### src/ptag_pkg.sv
`timescale 1ns / 1ps
// ----------------------------------------------------------------------------
// ptag_pkg
// Shared constants, types and helper functions of the precedence-driven
// three-address generator.
// ----------------------------------------------------------------------------
package ptag_pkg;

    localparam int STACK_DEPTH = 16;
    localparam int MAX_RESULTS = 16;

    localparam int CNT_W     = $clog2(STACK_DEPTH + 1);
    localparam int IDX_W     = $clog2(STACK_DEPTH);
    localparam int NUM_W     = $clog2(MAX_RESULTS + 1);
    localparam int BUF_IDX_W = $clog2(MAX_RESULTS);

    localparam logic [7:0] CH_PLUS   = 8'h2B;
    localparam logic [7:0] CH_MINUS  = 8'h2D;
    localparam logic [7:0] CH_MUL    = 8'h2A;
    localparam logic [7:0] CH_DIV    = 8'h2F;
    localparam logic [7:0] CH_ASSIGN = 8'h3D;
    localparam logic [7:0] CH_END    = 8'h24;

    localparam logic [7:0] TEMP_START_RESET = 8'd90;

    localparam logic [1:0] PREC_END    = 2'd0;
    localparam logic [1:0] PREC_ASSIGN = 2'd1;
    localparam logic [1:0] PREC_ADD    = 2'd2;
    localparam logic [1:0] PREC_MUL    = 2'd3;

    typedef struct packed {
        logic [7:0] op;
        logic [7:0] left;
        logic [7:0] right;
        logic [7:0] temp;
    } t_quad;

    // controller -> datapath
    typedef struct packed {
        logic accept;
        logic push_operand;
        logic check;
        logic pop_right;
        logic pop_left;
        logic reduce;
        logic finish_op;
        logic load_result;
        logic load_error;
        logic adv_rd;
    } t_cmd;

    // datapath -> controller
    typedef struct packed {
        logic tok_is_op;
        logic reduce_ok;
        logic n_zero;
        logic err;
        logic out_free;
        logic rd_last;
    } t_status;

    function automatic logic is_operator(input logic [7:0] c);
        return (c == CH_PLUS) || (c == CH_MINUS) || (c == CH_MUL) ||
               (c == CH_DIV) || (c == CH_ASSIGN) || (c == CH_END);
    endfunction

    function automatic logic [1:0] precedence(input logic [7:0] c);
        logic [1:0] p;
        case (c)
            CH_PLUS, CH_MINUS: p = PREC_ADD;
            CH_MUL, CH_DIV:    p = PREC_MUL;
            CH_ASSIGN:         p = PREC_ASSIGN;
            default:           p = PREC_END;
        endcase
        return p;
    endfunction

endpackage

### src/ptag_ctrl.sv
`timescale 1ns / 1ps
// ----------------------------------------------------------------------------
// ptag_ctrl
// Sequencer: accepts a token, steps the datapath through each reduction
// (check, pop right, pop left, reduce) and drains the buffered quadruples.
// ----------------------------------------------------------------------------
module ptag_ctrl
    import ptag_pkg::*;
(
    input  logic    i_clk,
    input  logic    i_rst_n,
    input  logic    i_in_valid,
    output logic    o_in_ready,
    input  t_status i_status,
    output t_cmd    o_cmd
);

    typedef enum logic [3:0] {
        ST_IDLE,
        ST_DISPATCH,
        ST_CHECK,
        ST_POP_R,
        ST_POP_L,
        ST_REDUCE,
        ST_FINISH,
        ST_DRAIN_RD,
        ST_DRAIN_LD
    } t_state;

    t_state r_state;
    t_state n_state;
    logic   r_in_ready;

    always_comb begin
        n_state = r_state;
        o_cmd   = '0;
        case (r_state)
            ST_IDLE: begin
                if (i_in_valid && r_in_ready) begin
                    o_cmd.accept = 1'b1;
                    n_state      = ST_DISPATCH;
                end
            end
            ST_DISPATCH: begin
                if (i_status.tok_is_op) begin
                    n_state = ST_CHECK;
                end else begin
                    o_cmd.push_operand = 1'b1;
                    n_state            = ST_FINISH;
                end
            end
            ST_CHECK: begin
                o_cmd.check = 1'b1;
                if (i_status.reduce_ok) begin
                    n_state = ST_POP_R;
                end else begin
                    o_cmd.finish_op = 1'b1;
                    n_state         = ST_FINISH;
                end
            end
            ST_POP_R: begin
                o_cmd.pop_right = 1'b1;
                n_state         = ST_POP_L;
            end
            ST_POP_L: begin
                o_cmd.pop_left = 1'b1;
                n_state        = ST_REDUCE;
            end
            ST_REDUCE: begin
                o_cmd.reduce = 1'b1;
                n_state      = ST_CHECK;
            end
            ST_FINISH: begin
                if (!i_status.n_zero) begin
                    n_state = ST_DRAIN_RD;
                end else if (!i_status.err) begin
                    n_state = ST_IDLE;
                end else if (i_status.out_free) begin
                    // error with no quadruple: one all-zero transaction
                    o_cmd.load_error = 1'b1;
                    n_state          = ST_IDLE;
                end
            end
            ST_DRAIN_RD: begin
                n_state = ST_DRAIN_LD;
            end
            ST_DRAIN_LD: begin
                if (i_status.out_free) begin
                    o_cmd.load_result = 1'b1;
                    if (i_status.rd_last) begin
                        n_state = ST_IDLE;
                    end else begin
                        o_cmd.adv_rd = 1'b1;
                        n_state      = ST_DRAIN_RD;
                    end
                end
            end
            default: begin
                n_state = ST_IDLE;
            end
        endcase
    end

    always_ff @(posedge i_clk) begin
        if (!i_rst_n) begin
            r_state    <= ST_IDLE;
            r_in_ready <= 1'b0;
        end else begin
            r_state    <= n_state;
            r_in_ready <= (n_state == ST_IDLE);
        end
    end

    assign o_in_ready = r_in_ready;

endmodule

### src/ptag_dp.sv
`timescale 1ns / 1ps
// ----------------------------------------------------------------------------
// ptag_dp
// Datapath: operand and operator stacks, temporary counter, result buffer
// for one token's quadruples and the output register.
// ----------------------------------------------------------------------------
module ptag_dp
    import ptag_pkg::*;
(
    input  logic       i_clk,
    input  logic       i_rst_n,
    input  t_cmd       i_cmd,
    output t_status    o_status,
    input  logic [7:0] i_token,
    input  logic       i_cfg_valid,
    input  logic [7:0] i_cfg_temp_name_start,
    output logic       o_out_valid,
    input  logic       i_out_ready,
    output logic [7:0] o_quad_operator,
    output logic [7:0] o_left_operand,
    output logic [7:0] o_right_operand,
    output logic [7:0] o_temp_name,
    output logic       o_error,
    output logic       o_last
);

    logic [7:0] r_opnd_mem [STACK_DEPTH];
    logic [7:0] r_optr_mem [STACK_DEPTH];
    t_quad      r_buf_mem  [MAX_RESULTS];

    logic [7:0]           r_token;
    logic [7:0]           r_op;
    logic [7:0]           r_left,       n_left;
    logic [7:0]           r_right,      n_right;
    logic [CNT_W-1:0]     r_opnd_cnt,   n_opnd_cnt;
    logic [CNT_W-1:0]     r_optr_cnt,   n_optr_cnt;
    logic [7:0]           r_next_temp,  n_next_temp;
    logic [7:0]           r_temp_start;
    logic                 r_err,        n_err;
    logic [NUM_W-1:0]     r_n;
    logic [BUF_IDX_W-1:0] r_rd_ptr;
    logic [7:0]           r_opnd_rdata;
    logic [7:0]           r_optr_rdata;
    t_quad                r_buf_rdata;

    logic             r_out_valid;
    t_quad            r_out_quad;
    logic             r_out_err;
    logic             r_out_last;

    logic [CNT_W-1:0] opnd_top;
    logic [CNT_W-1:0] optr_top;
    logic             opnd_we;
    logic [7:0]       opnd_wdata;
    logic             optr_we;
    logic             opnd_full;
    logic             optr_full;
    logic             out_free;
    t_quad            new_quad;

    assign opnd_full = (r_opnd_cnt == CNT_W'(STACK_DEPTH));
    assign optr_full = (r_optr_cnt == CNT_W'(STACK_DEPTH));
    assign out_free  = !r_out_valid || i_out_ready;

    // stacks, temporary counter, error flag: pushes, pops, end-marker clear
    always_comb begin
        n_opnd_cnt  = r_opnd_cnt;
        n_optr_cnt  = r_optr_cnt;
        n_next_temp = r_next_temp;
        n_left      = r_left;
        n_right     = r_right;
        n_err       = r_err;
        opnd_we     = 1'b0;
        opnd_wdata  = r_token;
        optr_we     = 1'b0;

        if (i_cmd.accept) begin
            n_err = 1'b0;
        end
        if (i_cmd.push_operand) begin
            if (opnd_full) begin
                n_err = 1'b1;
            end else begin
                opnd_we    = 1'b1;
                n_opnd_cnt = r_opnd_cnt + CNT_W'(1);
            end
        end
        if (i_cmd.pop_right || i_cmd.pop_left) begin
            if (r_opnd_cnt == '0) begin
                n_err = 1'b1;
                if (i_cmd.pop_right) n_right = '0;
                else                 n_left  = '0;
            end else begin
                n_opnd_cnt = r_opnd_cnt - CNT_W'(1);
                if (i_cmd.pop_right) n_right = r_opnd_rdata;
                else                 n_left  = r_opnd_rdata;
            end
        end
        if (i_cmd.reduce) begin
            n_optr_cnt  = r_optr_cnt - CNT_W'(1);
            n_next_temp = r_next_temp - 8'd1;
            opnd_wdata  = r_next_temp;
            if (opnd_full) begin
                n_err = 1'b1;
            end else begin
                opnd_we    = 1'b1;
                n_opnd_cnt = r_opnd_cnt + CNT_W'(1);
            end
        end
        if (i_cmd.finish_op) begin
            if (r_token == CH_END) begin
                n_opnd_cnt  = '0;
                n_optr_cnt  = '0;
                n_next_temp = r_temp_start;
            end else if (optr_full) begin
                n_err = 1'b1;
            end else begin
                optr_we    = 1'b1;
                n_optr_cnt = r_optr_cnt + CNT_W'(1);
            end
        end
        if (i_cfg_valid) begin
            n_next_temp = i_cfg_temp_name_start;
        end
    end

    // read the entry just below the next count; while reducing, the operator
    // top moves down by one
    assign opnd_top = n_opnd_cnt - CNT_W'(1);
    assign optr_top = r_optr_cnt - (i_cmd.reduce ? CNT_W'(2) : CNT_W'(1));

    assign new_quad = '{op: r_op, left: r_left, right: r_right, temp: r_next_temp};

    always_ff @(posedge i_clk) begin
        if (opnd_we) begin
            r_opnd_mem[r_opnd_cnt[IDX_W-1:0]] <= opnd_wdata;
        end
        if (optr_we) begin
            r_optr_mem[r_optr_cnt[IDX_W-1:0]] <= r_token;
        end
        if (i_cmd.reduce) begin
            r_buf_mem[r_n[BUF_IDX_W-1:0]] <= new_quad;
        end
        r_opnd_rdata <= r_opnd_mem[opnd_top[IDX_W-1:0]];
        r_optr_rdata <= r_optr_mem[optr_top[IDX_W-1:0]];
        r_buf_rdata  <= r_buf_mem[r_rd_ptr];
    end

    always_ff @(posedge i_clk) begin
        if (i_cmd.accept) begin
            r_token <= i_token;
        end
        if (i_cmd.check) begin
            r_op <= r_optr_rdata;
        end
        r_left  <= n_left;
        r_right <= n_right;
        if (i_cmd.load_result) begin
            r_out_quad <= r_buf_rdata;
            r_out_err  <= r_err;
            r_out_last <= o_status.rd_last;
        end else if (i_cmd.load_error) begin
            r_out_quad <= '0;
            r_out_err  <= 1'b1;
            r_out_last <= 1'b1;
        end
    end

    always_ff @(posedge i_clk) begin
        if (!i_rst_n) begin
            r_opnd_cnt   <= '0;
            r_optr_cnt   <= '0;
            r_next_temp  <= TEMP_START_RESET;
            r_temp_start <= TEMP_START_RESET;
            r_err        <= 1'b0;
            r_n          <= '0;
            r_rd_ptr     <= '0;
            r_out_valid  <= 1'b0;
        end else begin
            r_opnd_cnt  <= n_opnd_cnt;
            r_optr_cnt  <= n_optr_cnt;
            r_next_temp <= n_next_temp;
            r_err       <= n_err;
            if (i_cfg_valid) begin
                r_temp_start <= i_cfg_temp_name_start;
            end
            if (i_cmd.accept) begin
                r_n      <= '0;
                r_rd_ptr <= '0;
            end else begin
                if (i_cmd.reduce) r_n      <= r_n + NUM_W'(1);
                if (i_cmd.adv_rd) r_rd_ptr <= r_rd_ptr + BUF_IDX_W'(1);
            end
            if (i_cmd.load_result || i_cmd.load_error) begin
                r_out_valid <= 1'b1;
            end else if (i_out_ready) begin
                r_out_valid <= 1'b0;
            end
        end
    end

    always_comb begin
        o_status.tok_is_op = is_operator(r_token);
        o_status.reduce_ok = (r_n < NUM_W'(MAX_RESULTS)) && (r_optr_cnt != '0) &&
                             (precedence(r_optr_rdata) >= precedence(r_token));
        o_status.n_zero    = (r_n == '0);
        o_status.err       = r_err;
        o_status.out_free  = out_free;
        o_status.rd_last   = (NUM_W'(r_rd_ptr) == (r_n - NUM_W'(1)));
    end

    assign o_out_valid     = r_out_valid;
    assign o_quad_operator = r_out_quad.op;
    assign o_left_operand  = r_out_quad.left;
    assign o_right_operand = r_out_quad.right;
    assign o_temp_name     = r_out_quad.temp;
    assign o_error         = r_out_err;
    assign o_last          = r_out_last;

endmodule

### src/precedence_three_address_generator.sv
`timescale 1ns / 1ps
// ----------------------------------------------------------------------------
// precedence_three_address_generator
// Operator-precedence translator from a character stream to quadruples.
// ----------------------------------------------------------------------------
// Input channel (i_in_valid / o_in_ready, i_token): one character per
// transaction; operands, + - * / =, and '$' to close the expression.
// Output channel (o_out_valid / i_out_ready): one quadruple per transaction
// (operator, left, right, temporary) with error and last flags; a token that
// causes no quadruple and no error yields no transaction.
// Config channel (i_cfg_valid / o_cfg_ready): writes the first temporary
// name and reloads the temporary counter; always ready, write only while idle.
// Steps per token: an operand is pushed; an operator is checked against the
// operator stack top and each reduction runs check, pop right, pop left and
// push temporary; quadruples are buffered until the token is done so the
// error flag is known, then leave one at a time (buffer read, then load).
// The next token is accepted while the last quadruple waits in the output
// register. A stalled receiver holds the drain; nothing is dropped.
// Reset (synchronous, active low) empties both stacks and sets the first
// temporary to 'Z' (90); no clearing pass is needed.
// ----------------------------------------------------------------------------
module precedence_three_address_generator
    import ptag_pkg::*;
(
    input  logic       i_clk,
    input  logic       i_rst_n,
    input  logic       i_in_valid,
    output logic       o_in_ready,
    input  logic [7:0] i_token,
    output logic       o_out_valid,
    input  logic       i_out_ready,
    output logic [7:0] o_quad_operator,
    output logic [7:0] o_left_operand,
    output logic [7:0] o_right_operand,
    output logic [7:0] o_temp_name,
    output logic       o_error,
    output logic       o_last,
    input  logic       i_cfg_valid,
    output logic       o_cfg_ready,
    input  logic [7:0] i_cfg_temp_name_start
);

    t_cmd    cmd;
    t_status status;

    assign o_cfg_ready = 1'b1;

    ptag_ctrl u_ctrl (
        .i_clk      (i_clk),
        .i_rst_n    (i_rst_n),
        .i_in_valid (i_in_valid),
        .o_in_ready (o_in_ready),
        .i_status   (status),
        .o_cmd      (cmd)
    );

    ptag_dp u_dp (
        .i_clk                 (i_clk),
        .i_rst_n               (i_rst_n),
        .i_cmd                 (cmd),
        .o_status              (status),
        .i_token               (i_token),
        .i_cfg_valid           (i_cfg_valid),
        .i_cfg_temp_name_start (i_cfg_temp_name_start),
        .o_out_valid           (o_out_valid),
        .i_out_ready           (i_out_ready),
        .o_quad_operator       (o_quad_operator),
        .o_left_operand        (o_left_operand),
        .o_right_operand       (o_right_operand),
        .o_temp_name           (o_temp_name),
        .o_error               (o_error),
        .o_last                (o_last)
    );

endmodule

### config.mk
export PLATFORM = sky130hd
export DESIGN_NAME = precedence_three_address_generator
export DESIGN_NICKNAME = d
export VERILOG_FILES = /design/src/ptag_pkg.sv /design/src/ptag_ctrl.sv /design/src/ptag_dp.sv /design/src/precedence_three_address_generator.sv
export SDC_FILE = /design/constraint.sdc
export NUM_CORES = 1
export LEC_CHECK = 0
export BUFFER_PORTS_ARGS = -buffer_cell sky130_fd_sc_hd__buf_4
export CAP_MARGIN = 10
export CORE_MARGIN = 1.5
export CORE_UTILIZATION = 62
export DETAILED_ROUTE_END_ITERATION = 6
export PLACE_DENSITY = 0.85
export RECOVER_POWER = 100
export SKIP_LAST_GASP = 1
export SLEW_MARGIN = 20
export SYNTH_ARGS = -nofsm -noshare
export SYNTH_HDL_FRONTEND = slang
export SYNTH_SLANG_ARGS = --single-unit
export TNS_END_PERCENT = 1
### constraint.sdc
create_clock -name i_clk -period 5.3 [get_ports i_clk]
set_input_delay 0.265 -clock i_clk [delete_from_list [all_inputs] [get_ports i_clk]]
set_output_delay 0.265 -clock i_clk [all_outputs]
set_load 0.05 [all_outputs]
======== After elaboration in Yosys (flattened, before gate mapping) ========
Memories as Yosys holds them, arrays and structs flattened. A register that Yosys moved wholly into a read port is not among the register bits.
Index checks and enable logic that the tools add are counted.
storage, ports and cells
  bits in registers ....................... 108
  memory bits (writable) .................. 768
  bits of input ports ..................... 21
  word-level logic and storage cells ...... 168
  output and inout bits ................... 37
  memories ................................ 3
cells by class
  $lt $le $gt $ge ......................... 2
  bitwise operators ....................... 2
  multiplexer cells ....................... 83
  $add $sub $neg .......................... 10
  reduce and logical (&&, ||, !) cells .... 26
  eq/ne operators ......................... 22
memories
  name             depth  bits a word  read ports  clocked after memory_dff  wr ports  line           text
  u_dp.r_buf_mem   16     32           1           1                         1         ptag_dp.sv:29  t_quad r_buf_mem [MAX_RESULTS];
  u_dp.r_opnd_mem  16     8            1           1                         1         ptag_dp.sv:27  logic [7:0] r_opnd_mem [STACK_DEPTH];
  u_dp.r_optr_mem  16     8            1           1                         1         ptag_dp.sv:28  logic [7:0] r_optr_mem [STACK_DEPTH];
operators with widths
  cell                   count
  $eq A8 B6 Y1 const B   11
  $mux W8                11
  $mux W32               2
  $mux W5                12
  $mux W1                46
  $pmux W4 S9            1
  $mux W4                5
  $eq A4 B3 Y1 const B   4
  $add A5 B1 Y5 const B  3
  $sub A5 B1 Y5 const B  3
  $pmux W2 S3            2
  $eq A5 B5 Y1 const B   2
  $logic_not A5 Y1       2
  $reduce_or A2 Y1       5
  $mux W3                3
  $eq A4 B2 Y1 const B   2
  $logic_not A4 Y1       2
  $logic_or A1 B1 Y1     8
  $sub A8 B1 Y8 const B  1
  $eq A4 B5 Y1           1
  $lt A5 B5 Y1 const B   1
  $reduce_bool A5 Y1     1
  $add A4 B1 Y4 const B  1
  $eq A4 B1 Y1 const B   1
  10 further kinds       15

======== Logic depth before layout (Yosys ltp) ========
  depth after elaboration ................. 16
  mapped depth ............................ 18
  depth with buffers taken out ............ 15

======== Hierarchy ========
A second synthesis with hierarchy kept.
unflattened totals
  cells, all modules ...................... 1708
  area total of the unflattened synthesis .. 35616.7 um^2
by module, submodules not included
  module                              sequential area each (um^2)  instances  area an instance (um^2)  cells each
  ptag_dp                             26745.7                      1          35193.8                  1649
  ptag_ctrl                           100.1                        1          411.6                    57
  precedence_three_address_generator  0.0                          1          11.3                     2

======== Least setup slack after synthesis ========
No wires, ideal clock.
  kind .................................... reg-to-reg
  start point ............................. register u_ctrl.r_state[0]
  end point ............................... memory u_dp.r_buf_mem[1][0] (netlist name) (enable)
  library setup time ...................... 0.461 ns
  path buffers ............................ 3
  arrival ................................. 3.788 ns
  required time ........................... 4.839 ns
  path slack .............................. 1.051 ns
  clock period less this slack ............ 4.249 ns
  cell stages (with the launch flop) ...... 7
  path through ............................ dfxtp_1 buf_2 and4bb_2 clkbuf_1 buf_1 nand2_1 nor3_1
on the way
  longest elaborated chain between the ends .. 4
RTL lines
  item                           line              text
  start, declared                ptag_ctrl.sv:30   t_state r_state;
  start signal, assigned         ptag_ctrl.sv:109  r_state <= n_state;
  $eq A4 B3 Y1                   ptag_ctrl.sv:37   case (r_state)
  $mux W1                        ptag_ctrl.sv:37
  $mux W1                        ptag_dp.sv:141    if (i_cmd.reduce) begin
  $mux W1 (not written as such)  ptag_dp.sv:142    r_buf_mem[r_n[BUF_IDX_W-1:0]] <= new_quad;
  end, declared                  ptag_dp.sv:29
Every way passes these cells.

======== Final worst setup path ========
  start point ............................. register u_ctrl.r_state[0]
  end point ............................... memory u_dp.r_buf_mem[8][8] (netlist name) (enable)
The elaborated chain is that of the path after synthesis.

==> flow_metrics.env <==
export IMPL_vdd_drop_max_mv=0.4073
export IMPL_die_x_um=241.4
export IMPL_postCtsResizedCells=0
export IMPL_antenna_left=0
export IMPL_syn_avg_cell_area_sq_um=21.21
export IMPL_max_freq_mhz=199.9
export IMPL_final_cell_mix="edfxtp_1, mux4_2, clkbuf_1, clkbuf_16, dfxtp_1"
export IMPL_critPathArrivalTime_ns=5.31
export IMPL_h_tree_depth=3
export IMPL_start_util_pct=62.60
export IMPL_root_buffer="clkbuf_16"
export IMPL_layout_commonest_cell="edfxtp_1"
export IMPL_area_growth_pct=11.44
export IMPL_cts_max_path_buffers=3
export IMPL_yosysTopAreaCell="edfxtp_1"
export IMPL_gp_congestion=0.8688
export IMPL_synth_edff_count=834
export IMPL_ys_seq_area_share_pct=76.20
export IMPL_tightest_slew_ns=3.206
export IMPL_p_sw_mw=4.586
export IMPL_cts_hold_buf=18
export IMPL_min_period_over_period_pct=94.41
export IMPL_combPwrFrac_pct=18.2
export IMPL_status="complete, but fails checks"
export IMPL_power_mw=18.04
export IMPL_power_leakage_nw=12.17
export IMPL_p_clk_share_pct=33.2
export IMPL_dieArea_sq_um=58260
export IMPL_numCtsBuffers=87
export IMPL_antenna_found_initial=1
export IMPL_slew_violations=682
export IMPL_cts_setup_buffers=0
export IMPL_start_kind="flop"
export IMPL_whs_ns=0.06292
export IMPL_p_int_mw=13.46
export IMPL_fin_util_pct=69.76
export IMPL_fin_nets=1838
export IMPL_syn_nets=1705
export IMPL_synth_area_top_cells="edfxtp_1, mux4_2, dfxtp_1"
export IMPL_overflow=0
export IMPL_skew_ns=0.03635
export IMPL_drive_gt1_share_pct=22.62
export IMPL_grt_pass1_vias=17881
export IMPL_synth_ff_type="edfxtp_1"
export IMPL_cp_required_ns=5.61
export IMPL_first_pass_iters=6
export IMPL_wl_per_cell_um=30.54
export IMPL_drcViolationCount=0
export IMPL_core_sq_um=56280
export IMPL_power_density_nw_per_um2=459.5
export IMPL_final_setup_tns_ns=0
export IMPL_setup_violations=0
export IMPL_synthArstFlopShare_pct=0
export IMPL_hold_viol=0
export IMPL_relSlewSlack_pct=-113.7
export IMPL_io_buffer_count=56
export IMPL_max_cap_violations=27
export IMPL_syn_inst=1661
export IMPL_ys_ff_latch=924
export IMPL_hp_class="in -> reg"
export IMPL_ys_types=72
export IMPL_p_seq_share_pct=48.6
export IMPL_vias=17388
export IMPL_via_per_inst=6.632
export IMPL_crit_path_end_kind="flop"
export IMPL_switching_share_pct=25.42
export IMPL_grt_max_degree=84
export IMPL_rsz0062_at_grt="no"
export IMPL_finalCriticalPeriod_ns=5.004
export IMPL_cp_max_fo=23
export IMPL_path_class="reg -> reg"
export IMPL_place_hpwl_mm=43.29
export IMPL_layout_setup_ws_ns=0.2964
export IMPL_pin_count=58
export IMPL_post_place_ws_ns=0.6307
export IMPL_violations="capacitance limit, slew limit"
export IMPL_antennaDiodeCount=0
export IMPL_cp_cell_sequence="and4bb_1 > nand2_1 > nor2_1 > buf_4"
export IMPL_critPathMaxStageDelay_ns=2.39
export IMPL_clk_latency_ns=0.64
export IMPL_synth_top_area_share_pct=71.08
export IMPL_drtIter0Drc=2356
export IMPL_cts_sinks=924
export IMPL_path_clk_slew_ns=0.06
export IMPL_slowest_stage="nor2_1"
export IMPL_tritoncts="done"
export IMPL_die_h_um=241.4
export IMPL_num_rows=87
export IMPL_routed_wl_mm=80.06
export IMPL_synth_area_sq_um=35230
export IMPL_grt_usage_pct=28.44
export IMPL_grt_pass1_wl_mm=116.0
export IMPL_ys_warn_count=0
## logic make-up after synthesis
family | Yosys count | share of synthesized area (%)
flip-flops | 924 | 76.20
AND/OR/NAND/NOR | 267 | 3.931
multiplexers | 248 | 15.58
buffers and inverters | 100 | 1.236
AO/OA/AOI/OAI | 68 | 1.353
XOR/XNOR | 30 | 0.8523
adder cells (fa/ha/maj) | 23 | 0.8381
other | 1 | 0.01064
## critical path: cells and delay by family, from the launching register on
family                 cells  cell delay, ns
and+or+nand+nor            3            3.56
DFF                        1            0.58
buffers and inverters      1            0.54
## state kept, by name (all words and copies together) (netlist names), 8 cells and up
register / cells
u_dp.r_buf_mem: 512
u_dp.r_opnd_mem: 128
u_dp.r_optr_mem: 128
u_dp.r_buf_rdata: 32
u_dp.o_left_operand: 8
u_dp.o_quad_operator: 8
u_dp.o_right_operand: 8
u_dp.o_temp_name: 8
u_dp.r_left: 8
u_dp.r_next_temp: 8
u_dp.r_op: 8
u_dp.r_opnd_rdata: 8
u_dp.r_optr_rdata: 8
u_dp.r_right: 8
u_dp.r_temp_start: 8
u_dp.r_token: 8
## per-stage QoR
step | std cells | area (sq um)
2_1_floorplan | 1661 | 35230
3_3_place_gp | 2441 | 36770
3_5_place_dp | 2443 | 36810
4_1_cts | 2622 | 39740
5_1_grt | 2622 | 39260
6_report | 2622 | 39260
## Yosys cell counts, types with 2 or more instances
cell / number
a211oi_1: 9
a21o_1: 3
a21oi_1: 16
a221oi_1: 2
a22oi_1: 2
a31oi_1: 4
and2_1: 35
and3_1: 7
buf_1: 18
buf_2: 3
buf_4: 2
buf_6: 5
clkbuf_1: 46
dfxtp_1: 90
edfxtp_1: 834
ha_1: 22
inv_1: 23
mux2i_1: 8
mux4_2: 239
nand2_1: 52
nand2b_1: 11
nand3_1: 6
nand3b_1: 2
nand4_1: 6
nand4b_1: 5
nand4bb_1: 2
nor2_1: 86
nor2_4: 2
nor2b_1: 13
nor3_1: 22
nor3b_1: 2
o21ai_0: 15
or3_1: 2
or4_1: 2
xnor2_1: 19
xor2_1: 9
xor2_4: 2
## path summary, 6_finish.rpt
kind                             start                    to  slack [ns]  cells after the start
hold reg to reg   u_dp.r_optr_rdata[6]          u_dp.r_op[6]        0.44                      0
setup reg to reg     u_ctrl.r_state[0]  u_dp.r_buf_mem[8][8]        0.30                      4
setup / recovery     u_ctrl.r_state[0]  u_dp.r_buf_mem[8][8]        0.30                      4
hold / removal             i_cfg_valid  u_dp.r_temp_start[6]        0.06                      2
## power by group through the flow
stage               sequential, mW  combinational, mW  clock (mW)
floorplan                     8.77               2.59           0
global placement              8.87               3.12           0
detailed placement            8.91               3.24           0
CTS                           8.76               3.32        6.03
global route                  8.80               3.47        6.29
finish                        8.78               3.28        5.99
## area by class of cell
class	instances	area, sq um
multi-input cells	637	7944
repair buffers	119	683.2
clock inverters	30	206.4
flip-flops and latches	924	26850
inverters	25	93.84
fillers	3261	17020
clock buffers	131	2537
well taps	756	945.9
## layer usage
metal  GRT usage (%)  vias to the layer above  share of wire (%)
li1                -                     7044                  -
met2           49.30                     1029                 52
met1           36.42                     9098                 36
met5               0                        -              0.016
met4           9.943                        2                3.7
met3           5.424                      215                8.2
Note: power is estimated with default switching activity, not from simulation.
